**src/rtl/grhr_pkg.sv**
```systemverilog
// Shared types, constants and reset values for the golden-ratio hue to RGB block.
package grhr_pkg;

   localparam int HUE_BITS     = 24;
   localparam int CHANNEL_BITS = 16;

   // Shared multiplier operands: A carries a hue fraction or a channel value,
   // B carries a channel fraction that may reach exactly one.
   localparam int OPA_BITS  = ((HUE_BITS > CHANNEL_BITS) ? HUE_BITS : CHANNEL_BITS) + 1;
   localparam int OPB_BITS  = CHANNEL_BITS + 1;
   localparam int PROD_BITS = OPA_BITS + OPB_BITS;

   localparam int SECTOR_BITS = 3;
   localparam int CSR_INDEX_BITS = 2;
   localparam int CSR_DATA_BITS = (HUE_BITS > CHANNEL_BITS) ? HUE_BITS : CHANNEL_BITS;

   localparam logic [HUE_BITS:0]     HUE_ONE = {1'b1, {HUE_BITS{1'b0}}};
   localparam logic [CHANNEL_BITS:0] CH_ONE  = {1'b1, {CHANNEL_BITS{1'b0}}};

   // Golden-ratio conjugate in Q0.32, rounded to nearest at the hue width.
   localparam logic [63:0] GOLD_Q32 = 64'd2654435769;

   localparam logic [HUE_BITS-1:0] START_HUE_RESET = '0;
   localparam logic [HUE_BITS-1:0] HUE_STEP_RESET =
      HUE_BITS'((((GOLD_Q32 << 1) >> (32 - HUE_BITS)) + 64'd1) >> 1);
   localparam logic [CHANNEL_BITS-1:0] SATURATION_RESET =
      CHANNEL_BITS'(((64'd85 << CHANNEL_BITS) + 64'd50) / 64'd100);
   localparam logic [CHANNEL_BITS-1:0] VALUE_LEVEL_RESET =
      CHANNEL_BITS'(((64'd95 << CHANNEL_BITS) + 64'd50) / 64'd100);

   typedef logic [CSR_INDEX_BITS-1:0] csr_index_type;
   localparam csr_index_type CSR_START_HUE   = 2'd0;
   localparam csr_index_type CSR_HUE_STEP    = 2'd1;
   localparam csr_index_type CSR_SATURATION  = 2'd2;
   localparam csr_index_type CSR_VALUE_LEVEL = 2'd3;

   typedef logic [SECTOR_BITS-1:0] sector_type;
   localparam sector_type SECTOR_RED_RISE_G  = 3'd0;
   localparam sector_type SECTOR_GREEN_TOP_R = 3'd1;
   localparam sector_type SECTOR_GREEN_TOP_B = 3'd2;
   localparam sector_type SECTOR_BLUE_TOP_G  = 3'd3;
   localparam sector_type SECTOR_BLUE_TOP_R  = 3'd4;
   localparam sector_type SECTOR_LAST        = 3'd5;

   typedef enum logic [2:0] {
      ST_IDLE,
      ST_PREP,
      ST_MUL_FS,
      ST_MUL_NFS,
      ST_MUL_P,
      ST_MUL_Q,
      ST_MUL_T,
      ST_FINISH
   } state_type;

   typedef enum logic [2:0] {
      MUL_OP_FS,
      MUL_OP_NFS,
      MUL_OP_P,
      MUL_OP_Q,
      MUL_OP_T
   } mul_op_type;

   typedef struct packed {
      logic       req_ready;
      logic       prep;
      logic       mul_en;
      mul_op_type mul_op;
      logic       capture_fs;
      logic       capture_nfs;
      logic       capture_p;
      logic       capture_q;
      logic       finish;
   } ctrl_type;

endpackage

```
**src/rtl/golden_ratio_hue_to_rgb.sv**
```systemverilog
// Top level: golden-ratio hue walker with fixed-point HSV to RGB conversion.
//
//   channel | ports                                      | direction
//   --------+--------------------------------------------+----------
//   req     | req_valid, req_stall, req_restart          | in
//   rsp     | rsp_valid, rsp_stall, rsp_red/green/blue   | out
//   csr     | csr_write_enable, csr_index, csr_write_data| in
//
// After a request word is accepted, a prep state splits hue*6 into sector
// and fraction, then five products go through the one shared multiplier,
// one per cycle, and a final state selects the channel assignment and
// loads the result. The request side stalls for that whole sequence, so a
// new word is not taken until the previous one is through. The result
// register holds a word while rsp_stall is high; the next request is taken
// the cycle after the result is loaded, and only the final select waits if
// the previous result is still unclaimed.
// Reset (synchronous) restores the configuration registers, sequencer and
// rsp_valid to their defaults and the hue phase to the reset start hue.
module golden_ratio_hue_to_rgb (
   input  logic                                clock,
   input  logic                                reset,
   input  logic                                req_valid,
   output logic                                req_stall,
   input  logic                                req_restart,
   output logic                                rsp_valid,
   input  logic                                rsp_stall,
   output logic [grhr_pkg::CHANNEL_BITS-1:0]   rsp_red,
   output logic [grhr_pkg::CHANNEL_BITS-1:0]   rsp_green,
   output logic [grhr_pkg::CHANNEL_BITS-1:0]   rsp_blue,
   input  logic                                csr_write_enable,
   input  grhr_pkg::csr_index_type             csr_index,
   input  logic [grhr_pkg::CSR_DATA_BITS-1:0]  csr_write_data
);

   localparam int HB = grhr_pkg::HUE_BITS;
   localparam int CB = grhr_pkg::CHANNEL_BITS;

   grhr_pkg::ctrl_type ctrl;
   logic               accept;
   logic               out_busy;
   logic               load_rsp;

   // Configuration registers.
   logic [HB-1:0] start_hue_ff, start_hue_in;
   logic [HB-1:0] hue_step_ff, hue_step_in;
   logic [CB-1:0] saturation_ff, saturation_in;
   logic [CB-1:0] value_level_ff, value_level_in;

   // Hue state and per-word working registers.
   logic [HB-1:0]            phase_ff, phase_in;
   logic [HB+2:0]            hue_x6;
   grhr_pkg::sector_type     sector_ff;
   logic [HB-1:0]            frac_ff;
   logic [CB-1:0]            fs_ff, nfs_ff, p_ff, q_ff;

   logic [grhr_pkg::OPA_BITS-1:0]  operand_a;
   logic [grhr_pkg::OPB_BITS-1:0]  operand_b;
   logic [grhr_pkg::PROD_BITS-1:0] product;
   logic [CB-1:0]                  prod_hue_scaled;
   logic [CB-1:0]                  prod_ch_scaled;

   logic          rsp_valid_ff, rsp_valid_in;
   logic [CB-1:0] red_ff, green_ff, blue_ff;
   logic [CB-1:0] red_in, green_in, blue_in;

   assign accept    = req_valid && ctrl.req_ready;
   assign req_stall = !ctrl.req_ready;
   assign out_busy  = rsp_valid_ff && rsp_stall;
   assign load_rsp  = ctrl.finish && !out_busy;

   grhr_ctrl u_ctrl (
      .clock     (clock),
      .reset     (reset),
      .req_valid (req_valid),
      .out_busy  (out_busy),
      .ctrl      (ctrl)
   );

   // ---------------------------------------------------------------- config
   always_comb begin
      start_hue_in   = start_hue_ff;
      hue_step_in    = hue_step_ff;
      saturation_in  = saturation_ff;
      value_level_in = value_level_ff;
      if (csr_write_enable) begin
         unique case (csr_index)
            grhr_pkg::CSR_START_HUE:   start_hue_in   = csr_write_data[HB-1:0];
            grhr_pkg::CSR_HUE_STEP:    hue_step_in    = csr_write_data[HB-1:0];
            grhr_pkg::CSR_SATURATION:  saturation_in  = csr_write_data[CB-1:0];
            grhr_pkg::CSR_VALUE_LEVEL: value_level_in = csr_write_data[CB-1:0];
            default: ;
         endcase
      end
   end

   // A start hue write reloads the phase at once; a request advances it,
   // first reloading from the start register when restart is set.
   always_comb begin
      phase_in = phase_ff;
      if (csr_write_enable && (csr_index == grhr_pkg::CSR_START_HUE)) begin
         phase_in = csr_write_data[HB-1:0];
      end else if (accept) begin
         phase_in = (req_restart ? start_hue_ff : phase_ff) + hue_step_ff;
      end
   end

   always_ff @(posedge clock) begin
      if (reset) begin
         start_hue_ff   <= grhr_pkg::START_HUE_RESET;
         hue_step_ff    <= grhr_pkg::HUE_STEP_RESET;
         saturation_ff  <= grhr_pkg::SATURATION_RESET;
         value_level_ff <= grhr_pkg::VALUE_LEVEL_RESET;
         phase_ff       <= grhr_pkg::START_HUE_RESET;
      end else begin
         start_hue_ff   <= start_hue_in;
         hue_step_ff    <= hue_step_in;
         saturation_ff  <= saturation_in;
         value_level_ff <= value_level_in;
         phase_ff       <= phase_in;
      end
   end

   // ------------------------------------------------------------- datapath
   // hue * 6 as two shifted adds; the top bits are the sector.
   assign hue_x6 = ({3'b000, phase_ff} << 2) + ({3'b000, phase_ff} << 1);

   always_comb begin
      operand_a = '0;
      operand_b = '0;
      unique case (ctrl.mul_op)
         grhr_pkg::MUL_OP_FS: begin
            operand_a = grhr_pkg::OPA_BITS'(frac_ff);
            operand_b = grhr_pkg::OPB_BITS'(saturation_ff);
         end
         grhr_pkg::MUL_OP_NFS: begin
            operand_a = grhr_pkg::OPA_BITS'(grhr_pkg::HUE_ONE - {1'b0, frac_ff});
            operand_b = grhr_pkg::OPB_BITS'(saturation_ff);
         end
         grhr_pkg::MUL_OP_P: begin
            operand_a = grhr_pkg::OPA_BITS'(value_level_ff);
            operand_b = grhr_pkg::CH_ONE - {1'b0, saturation_ff};
         end
         grhr_pkg::MUL_OP_Q: begin
            operand_a = grhr_pkg::OPA_BITS'(value_level_ff);
            operand_b = grhr_pkg::CH_ONE - {1'b0, fs_ff};
         end
         grhr_pkg::MUL_OP_T: begin
            operand_a = grhr_pkg::OPA_BITS'(value_level_ff);
            operand_b = grhr_pkg::CH_ONE - {1'b0, nfs_ff};
         end
         default: ;
      endcase
   end

   grhr_mul_unit u_mul (
      .clock     (clock),
      .mul_en    (ctrl.mul_en),
      .operand_a (operand_a),
      .operand_b (operand_b),
      .product   (product)
   );

   // Truncate: fraction-by-saturation products drop the hue bits, the
   // value-scaled products drop the channel bits.
   assign prod_hue_scaled = product[HB +: CB];
   assign prod_ch_scaled  = product[CB +: CB];

   always_ff @(posedge clock) begin
      if (ctrl.prep) begin
         sector_ff <= hue_x6[HB +: grhr_pkg::SECTOR_BITS];
         frac_ff   <= hue_x6[HB-1:0];
      end
      if (ctrl.capture_fs) begin
         fs_ff <= prod_hue_scaled;
      end
      if (ctrl.capture_nfs) begin
         nfs_ff <= prod_hue_scaled;
      end
      if (ctrl.capture_p) begin
         p_ff <= prod_ch_scaled;
      end
      if (ctrl.capture_q) begin
         q_ff <= prod_ch_scaled;
      end
   end

   // ------------------------------------------------------- channel select
   // The t term comes straight off the multiplier in the finish cycle.
   always_comb begin
      unique case (sector_ff)
         grhr_pkg::SECTOR_RED_RISE_G: begin
            red_in = value_level_ff; green_in = prod_ch_scaled; blue_in = p_ff;
         end
         grhr_pkg::SECTOR_GREEN_TOP_R: begin
            red_in = q_ff; green_in = value_level_ff; blue_in = p_ff;
         end
         grhr_pkg::SECTOR_GREEN_TOP_B: begin
            red_in = p_ff; green_in = value_level_ff; blue_in = prod_ch_scaled;
         end
         grhr_pkg::SECTOR_BLUE_TOP_G: begin
            red_in = p_ff; green_in = q_ff; blue_in = value_level_ff;
         end
         grhr_pkg::SECTOR_BLUE_TOP_R: begin
            red_in = prod_ch_scaled; green_in = p_ff; blue_in = value_level_ff;
         end
         default: begin
            // last sector: red at full value, green at p, blue falling
            red_in = value_level_ff; green_in = p_ff; blue_in = q_ff;
         end
      endcase
   end

   // ------------------------------------------------------- result register
   always_comb begin
      rsp_valid_in = rsp_valid_ff;
      if (rsp_valid_ff && !rsp_stall) begin
         rsp_valid_in = 1'b0;
      end
      if (load_rsp) begin
         rsp_valid_in = 1'b1;
      end
   end

   always_ff @(posedge clock) begin
      if (reset) begin
         rsp_valid_ff <= 1'b0;
      end else begin
         rsp_valid_ff <= rsp_valid_in;
      end
   end

   always_ff @(posedge clock) begin
      if (load_rsp) begin
         red_ff   <= red_in;
         green_ff <= green_in;
         blue_ff  <= blue_in;
      end
   end

   assign rsp_valid = rsp_valid_ff;
   assign rsp_red   = red_ff;
   assign rsp_green = green_ff;
   assign rsp_blue  = blue_ff;

   // ------------------------------------------------------------ assertions
   a_busy_after_accept: assert property (@(posedge clock) disable iff (reset)
      accept |=> req_stall)
      else $error("request side not stalled after accepting a word");

   a_sector_in_range: assert property (@(posedge clock) disable iff (reset)
      (ctrl.mul_en && ctrl.mul_op == grhr_pkg::MUL_OP_FS) |-> (sector_ff <= grhr_pkg::SECTOR_LAST))
      else $error("hue sector out of range");

   a_load_sets_valid: assert property (@(posedge clock) disable iff (reset)
      load_rsp |=> rsp_valid)
      else $error("result load did not raise rsp_valid");

   a_no_overwrite: assert property (@(posedge clock) disable iff (reset)
      (rsp_valid_ff && rsp_stall) |-> !load_rsp)
      else $error("pending result overwritten");

endmodule

```
**src/rtl/grhr_mul_unit.sv**
```systemverilog
// Shared unsigned multiplier with a registered product.
module grhr_mul_unit (
   input  logic                             clock,
   input  logic                             mul_en,
   input  logic [grhr_pkg::OPA_BITS-1:0]    operand_a,
   input  logic [grhr_pkg::OPB_BITS-1:0]    operand_b,
   output logic [grhr_pkg::PROD_BITS-1:0]   product
);

   logic [grhr_pkg::PROD_BITS-1:0] product_ff;
   logic [grhr_pkg::PROD_BITS-1:0] product_in;

   assign product_in = grhr_pkg::PROD_BITS'(operand_a) * grhr_pkg::PROD_BITS'(operand_b);

   // Hold the product until the next operation is issued.
   always_ff @(posedge clock) begin
      if (mul_en) begin
         product_ff <= product_in;
      end
   end

   assign product = product_ff;

endmodule

```
**src/rtl/grhr_ctrl.sv**
```systemverilog
// Sequencer that steps one word through the shared multiplier.
module grhr_ctrl (
   input  logic              clock,
   input  logic              reset,
   input  logic              req_valid,
   input  logic              out_busy,
   output grhr_pkg::ctrl_type ctrl
);

   grhr_pkg::state_type state_ff;
   grhr_pkg::state_type state_in;

   always_ff @(posedge clock) begin
      if (reset) begin
         state_ff <= grhr_pkg::ST_IDLE;
      end else begin
         state_ff <= state_in;
      end
   end

   always_comb begin
      state_in = state_ff;
      unique case (state_ff)
         grhr_pkg::ST_IDLE: begin
            if (req_valid) begin
               state_in = grhr_pkg::ST_PREP;
            end
         end
         grhr_pkg::ST_PREP:    state_in = grhr_pkg::ST_MUL_FS;
         grhr_pkg::ST_MUL_FS:  state_in = grhr_pkg::ST_MUL_NFS;
         grhr_pkg::ST_MUL_NFS: state_in = grhr_pkg::ST_MUL_P;
         grhr_pkg::ST_MUL_P:   state_in = grhr_pkg::ST_MUL_Q;
         grhr_pkg::ST_MUL_Q:   state_in = grhr_pkg::ST_MUL_T;
         grhr_pkg::ST_MUL_T:   state_in = grhr_pkg::ST_FINISH;
         grhr_pkg::ST_FINISH: begin
            if (!out_busy) begin
               state_in = grhr_pkg::ST_IDLE;
            end
         end
         default: state_in = grhr_pkg::ST_IDLE;
      endcase
   end

   always_comb begin
      ctrl = '0;
      ctrl.mul_op = grhr_pkg::MUL_OP_FS;
      unique case (state_ff)
         grhr_pkg::ST_IDLE: ctrl.req_ready = 1'b1;
         grhr_pkg::ST_PREP: ctrl.prep = 1'b1;
         grhr_pkg::ST_MUL_FS: begin
            ctrl.mul_en = 1'b1;
            ctrl.mul_op = grhr_pkg::MUL_OP_FS;
         end
         grhr_pkg::ST_MUL_NFS: begin
            ctrl.capture_fs = 1'b1;
            ctrl.mul_en     = 1'b1;
            ctrl.mul_op     = grhr_pkg::MUL_OP_NFS;
         end
         grhr_pkg::ST_MUL_P: begin
            ctrl.capture_nfs = 1'b1;
            ctrl.mul_en      = 1'b1;
            ctrl.mul_op      = grhr_pkg::MUL_OP_P;
         end
         grhr_pkg::ST_MUL_Q: begin
            ctrl.capture_p = 1'b1;
            ctrl.mul_en    = 1'b1;
            ctrl.mul_op    = grhr_pkg::MUL_OP_Q;
         end
         grhr_pkg::ST_MUL_T: begin
            ctrl.capture_q = 1'b1;
            ctrl.mul_en    = 1'b1;
            ctrl.mul_op    = grhr_pkg::MUL_OP_T;
         end
         grhr_pkg::ST_FINISH: ctrl.finish = 1'b1;
         default: ctrl = '0;
      endcase
   end

   a_finish_after_last_mul: assert property (@(posedge clock) disable iff (reset)
      (state_ff == grhr_pkg::ST_FINISH) |->
         ($past(state_ff) == grhr_pkg::ST_MUL_T || $past(state_ff) == grhr_pkg::ST_FINISH))
      else $error("finish state entered without the last multiply");

   a_one_capture: assert property (@(posedge clock) disable iff (reset)
      $onehot0({ctrl.capture_fs, ctrl.capture_nfs, ctrl.capture_p, ctrl.capture_q,
                ctrl.finish, ctrl.prep}))
      else $error("more than one datapath capture in a cycle");

endmodule

```
**config.mk**
```make
export PLATFORM = sky130hd
export DESIGN_NAME = golden_ratio_hue_to_rgb
export DESIGN_NICKNAME = d
export VERILOG_FILES = /design/src/rtl/grhr_pkg.sv /design/src/rtl/golden_ratio_hue_to_rgb.sv /design/src/rtl/grhr_mul_unit.sv /design/src/rtl/grhr_ctrl.sv
export SDC_FILE = /design/constraint.sdc
export NUM_CORES = 2
export LEC_CHECK = 0
export ABC_AREA = 1
export BUFFER_PORTS_ARGS = -buffer_cell sky130_fd_sc_hd__buf_2
export CORE_UTILIZATION = 58
export DETAILED_ROUTE_END_ITERATION = 7
export GPL_ROUTABILITY_DRIVEN = 0
export GPL_TIMING_DRIVEN = 0
export PLACE_DENSITY_LB_ADDON = 0.12
export SLEW_MARGIN = 5
export SYNTH_ARGS = -nofsm -noshare
export SYNTH_HDL_FRONTEND = slang
export SYNTH_SLANG_ARGS = --single-unit
```
**constraint.sdc**
```tcl
create_clock -name clock -period 6.9 [get_ports clock]
set_input_delay 1.38 -clock clock [delete_from_list [all_inputs] [get_ports clock]]
set_output_delay 1.38 -clock clock [all_outputs]
set_load 0.05 [all_outputs]
```
==> flow_summary_export.csv <==
group,metric,value,unit
run_status,status,"complete, but fails checks",
run_status,violations,"DRC, setup timing",
cells_and_area,instances_no_fill,4231,
logic_synthesis,synth_edf_count,162,
setup_path,cpMostUsedCell,"fa_1",
clock_tree,ctsLongestPathBuffers,3,
logic_synthesis,yosys-top-cells-area,"fa_1 (25%), edfxtp_1 (18%), nand2_1 (11%), inv_1 (8.9%), dfxtp_1 (7.8%)",
clock_tree,insertion_delay,0.56,ns
setup_path,crit_arrival,8.02,ns
route,wl,90.0,mm
logic_synthesis,synth_cell_types,67,
clock_tree,cts_tree,"built",
die,start_util,59.1,%
sta,fin_worst_skew,0.0201,ns
hold_path,hp-class,"reg -> reg",
placement,dp_hpwl,69.0,mm
sta,rsz0062_at_grt,"true",
cells_and_area,antenna_cells,0,
sta,fin_crit,7.72,ns
placement,dp_cells,4077,
sta,slew_viol_final,0,
cells_and_area,drive_gt1_share,18.2,%
die,dieArea,48600,sq um
logic_synthesis,ys.warnings.count,0,
grt,grt_pass1_wl,135,mm
route,drc,5,
route,drtPass1Iterations,8,
grt,track_usage,36.5,%
sta,fmax,0.130,GHz
clock_tree,cts_hold_repair.buffers,0,
clock_tree,cts_root_buf,"clkbuf_16",
sta,finalCritPeriodShare,112,%
logic_synthesis,seq_area_frac_synth,25.4,%
setup_path,cp-end-kind,"flop",
cells_and_area,fin_nets,4136,
setup_path,path_max_fanout,4,
clock_tree,cts.sinks,270,
clock_tree,htree_num_levels,1,
placement,port_buffers,80,
job,cap_viol_max_count,0,
logic_synthesis,yosysMostFrequentCell,"nand2_1",
logic_synthesis,async_flop_share,0,%
logic_synthesis,yosys-top-cells-count,"nand2_1 (834), inv_1 (655), fa_1 (343), nor2_1 (231), a21oi_1 (200)",
grt,grt_pass1_vias,23920,
logic_synthesis,synthCells,3382,
setup_path,critical_path_class,"reg -> reg",
logic_synthesis,synth.cell_area,27700,sq um
sta,worst_slack,-0.821,ns
setup_path,start_kind,"flop",
logic_synthesis,post-synth-top-area-fraction,24.8,%
logic_synthesis,syn_avg_cell_area,8.19,sq um
sta,finalSetupViolations,24,
die,die_y,221,um
cells_and_area,area_growth,17.6,%
clock_tree,clk_pin_slew,0.07,ns
logic_synthesis,synth-seq-cells,270,
grt,grt_overflow,0,
logic_synthesis,synth_ff_type,"edfxtp_1",
route,drtIter0Drc,3054,
setup_path,max_stage_delay,0.58,ns
route,wl_per_cell,21.3,um
route,ant_nets,0,
grt,grt_max_degree,33,
sta,hold_violations,0,
setup_path,critPathSlowestCell,"fa_2",
route,viasPerCell,5.98,
die,die_width,221,um
clock_tree,cts_buffers,26,
grt,antenna_found_initial,0,
die,rows,79,
sta,worst_slew_pin_slew,0.974,ns
die,ioPinCount,82,
die,coreArea,46900,sq um
setup_path,worstPathRequired,7.20,ns
route,vias,25319,
sta,maxSlewHeadroom,34.6,%
logic_synthesis,synth_top_cell_by_area,"fa_1",
-- state kept, by name (all words and copies together), names as in the netlist, 23 cells and up --
| name | flops |
|---|---|
| frac_ff | 23 |
| hue_step_ff | 24 |
| phase_ff | 24 |
| start_hue_ff | 24 |
| u_mul.product | 24 |
-- final timing paths --
kind                                   start                          end  slack, ns  cells after the start
max          u_ctrl.state_ff[1]$_SDFFE_PP0P_  u_mul.product[36]$_DFFE_PN_      -0.82                     37
min              u_mul.product[33]$_DFFE_PN_          nfs_ff[9]$_DFFE_PP_       0.46                      0
max reg2reg  u_ctrl.state_ff[1]$_SDFFE_PP0P_  u_mul.product[36]$_DFFE_PN_      -0.82                     37
min reg2reg      u_mul.product[33]$_DFFE_PN_          nfs_ff[9]$_DFFE_PP_       0.46                      0
-- worst max-delay path, delay by kind of cell, from the launching register on --
kind,cells,cell delay (ns)
flip-flops,1,0.40
XOR/XNOR,1,0.16
buffers and inverters,7,0.76
AO/OA/AOI/OAI,5,0.86
adder cells (fa/ha/maj),9,3.66
AND/OR/NAND/NOR,15,1.60
-- cell type report --
type                            instances  area [sq um]
Multi-Input combinational cell       2337         19200
Fill cell                            3571         14300
Sequential cell                       270          7030
Inverter                              671          2560
Timing Repair Buffer                  189          1300
Buffer                                109           830
Tap cell                              607           759
Clock buffer                           35           706
Clock inverter                         13           173
-- stage by stage --
step / cell area (sq um) / hold slack (ns) / setup slack, ns / setup TNS [ns] / util (%)
global route: 32600 / 0.463 / -1.00 / -18.20 / 69.5
global placement: 29200 / 0.431 / -1.53 / -30.48 / 62.3
floorplan: 28000 / 0.421 / 0.00262 / 0 / -
finish: 32600 / 0.463 / -0.821 / -12.48 / 69.5
detailed placement: 29200 / 0.439 / -1.57 / -31.75 / 62.4
CTS: 31900 / 0.454 / -0.560 / -7.50 / 68.0
-- layout by cell type, fill, tap and decap left out, drive strengths merged, types with 108 or more instances in the layout --
master | netlist | routed
nand2 | 845 | 845
dfxtp | 108 | 108
ha | 157 | 157
a21oi | 201 | 201
inv | 668 | 666
fa | 343 | 343
nor2 | 264 | 264
edfxtp | 162 | 162
buf | 48 | 237
o21ai | 123 | 123
-- kinds of logic after synthesis --
| logic type | Yosys count | synth area share, % |
|---|---|---|
| simple gates | 1285 | 19.3 |
| buf+inv | 780 | 11.0 |
| fa+ha+maj | 500 | 31.9 |
| compound gates | 472 | 9.95 |
| flops | 270 | 25.4 |
| xor+xnor | 55 | 1.74 |
| mux | 18 | 0.727 |
| other cells | 2 | 0.0271 |
-- metal layers --
metal / GRT usage [%] / share of wire, % / vias to the layer above
met3: 9.03 / 12 / 375
met4: 15.8 / 5.7 / 0
met2: 56.4 / 44 / 1678
li1: - / - / 11090
met1: 49.0 / 38 / 12176
met5: 0 / 0 / -
-- timing repair --
| action | 4_1_cts | 5_1_grt |
|---|---|---|
| cloned | 4 | 1 |
| setup buffers | 78 | 24 |
| pin swaps | 66 | 71 |
| endpoints found under the hold margin | 0 | 0 |
| resized for setup | 291 | 132 |
| endpoints found under the setup margin | 24 | 24 |
Power is left out: the tool's default activity adds up to more than one toggle a clock period on the data nets, which glitch-free logic cannot reach.
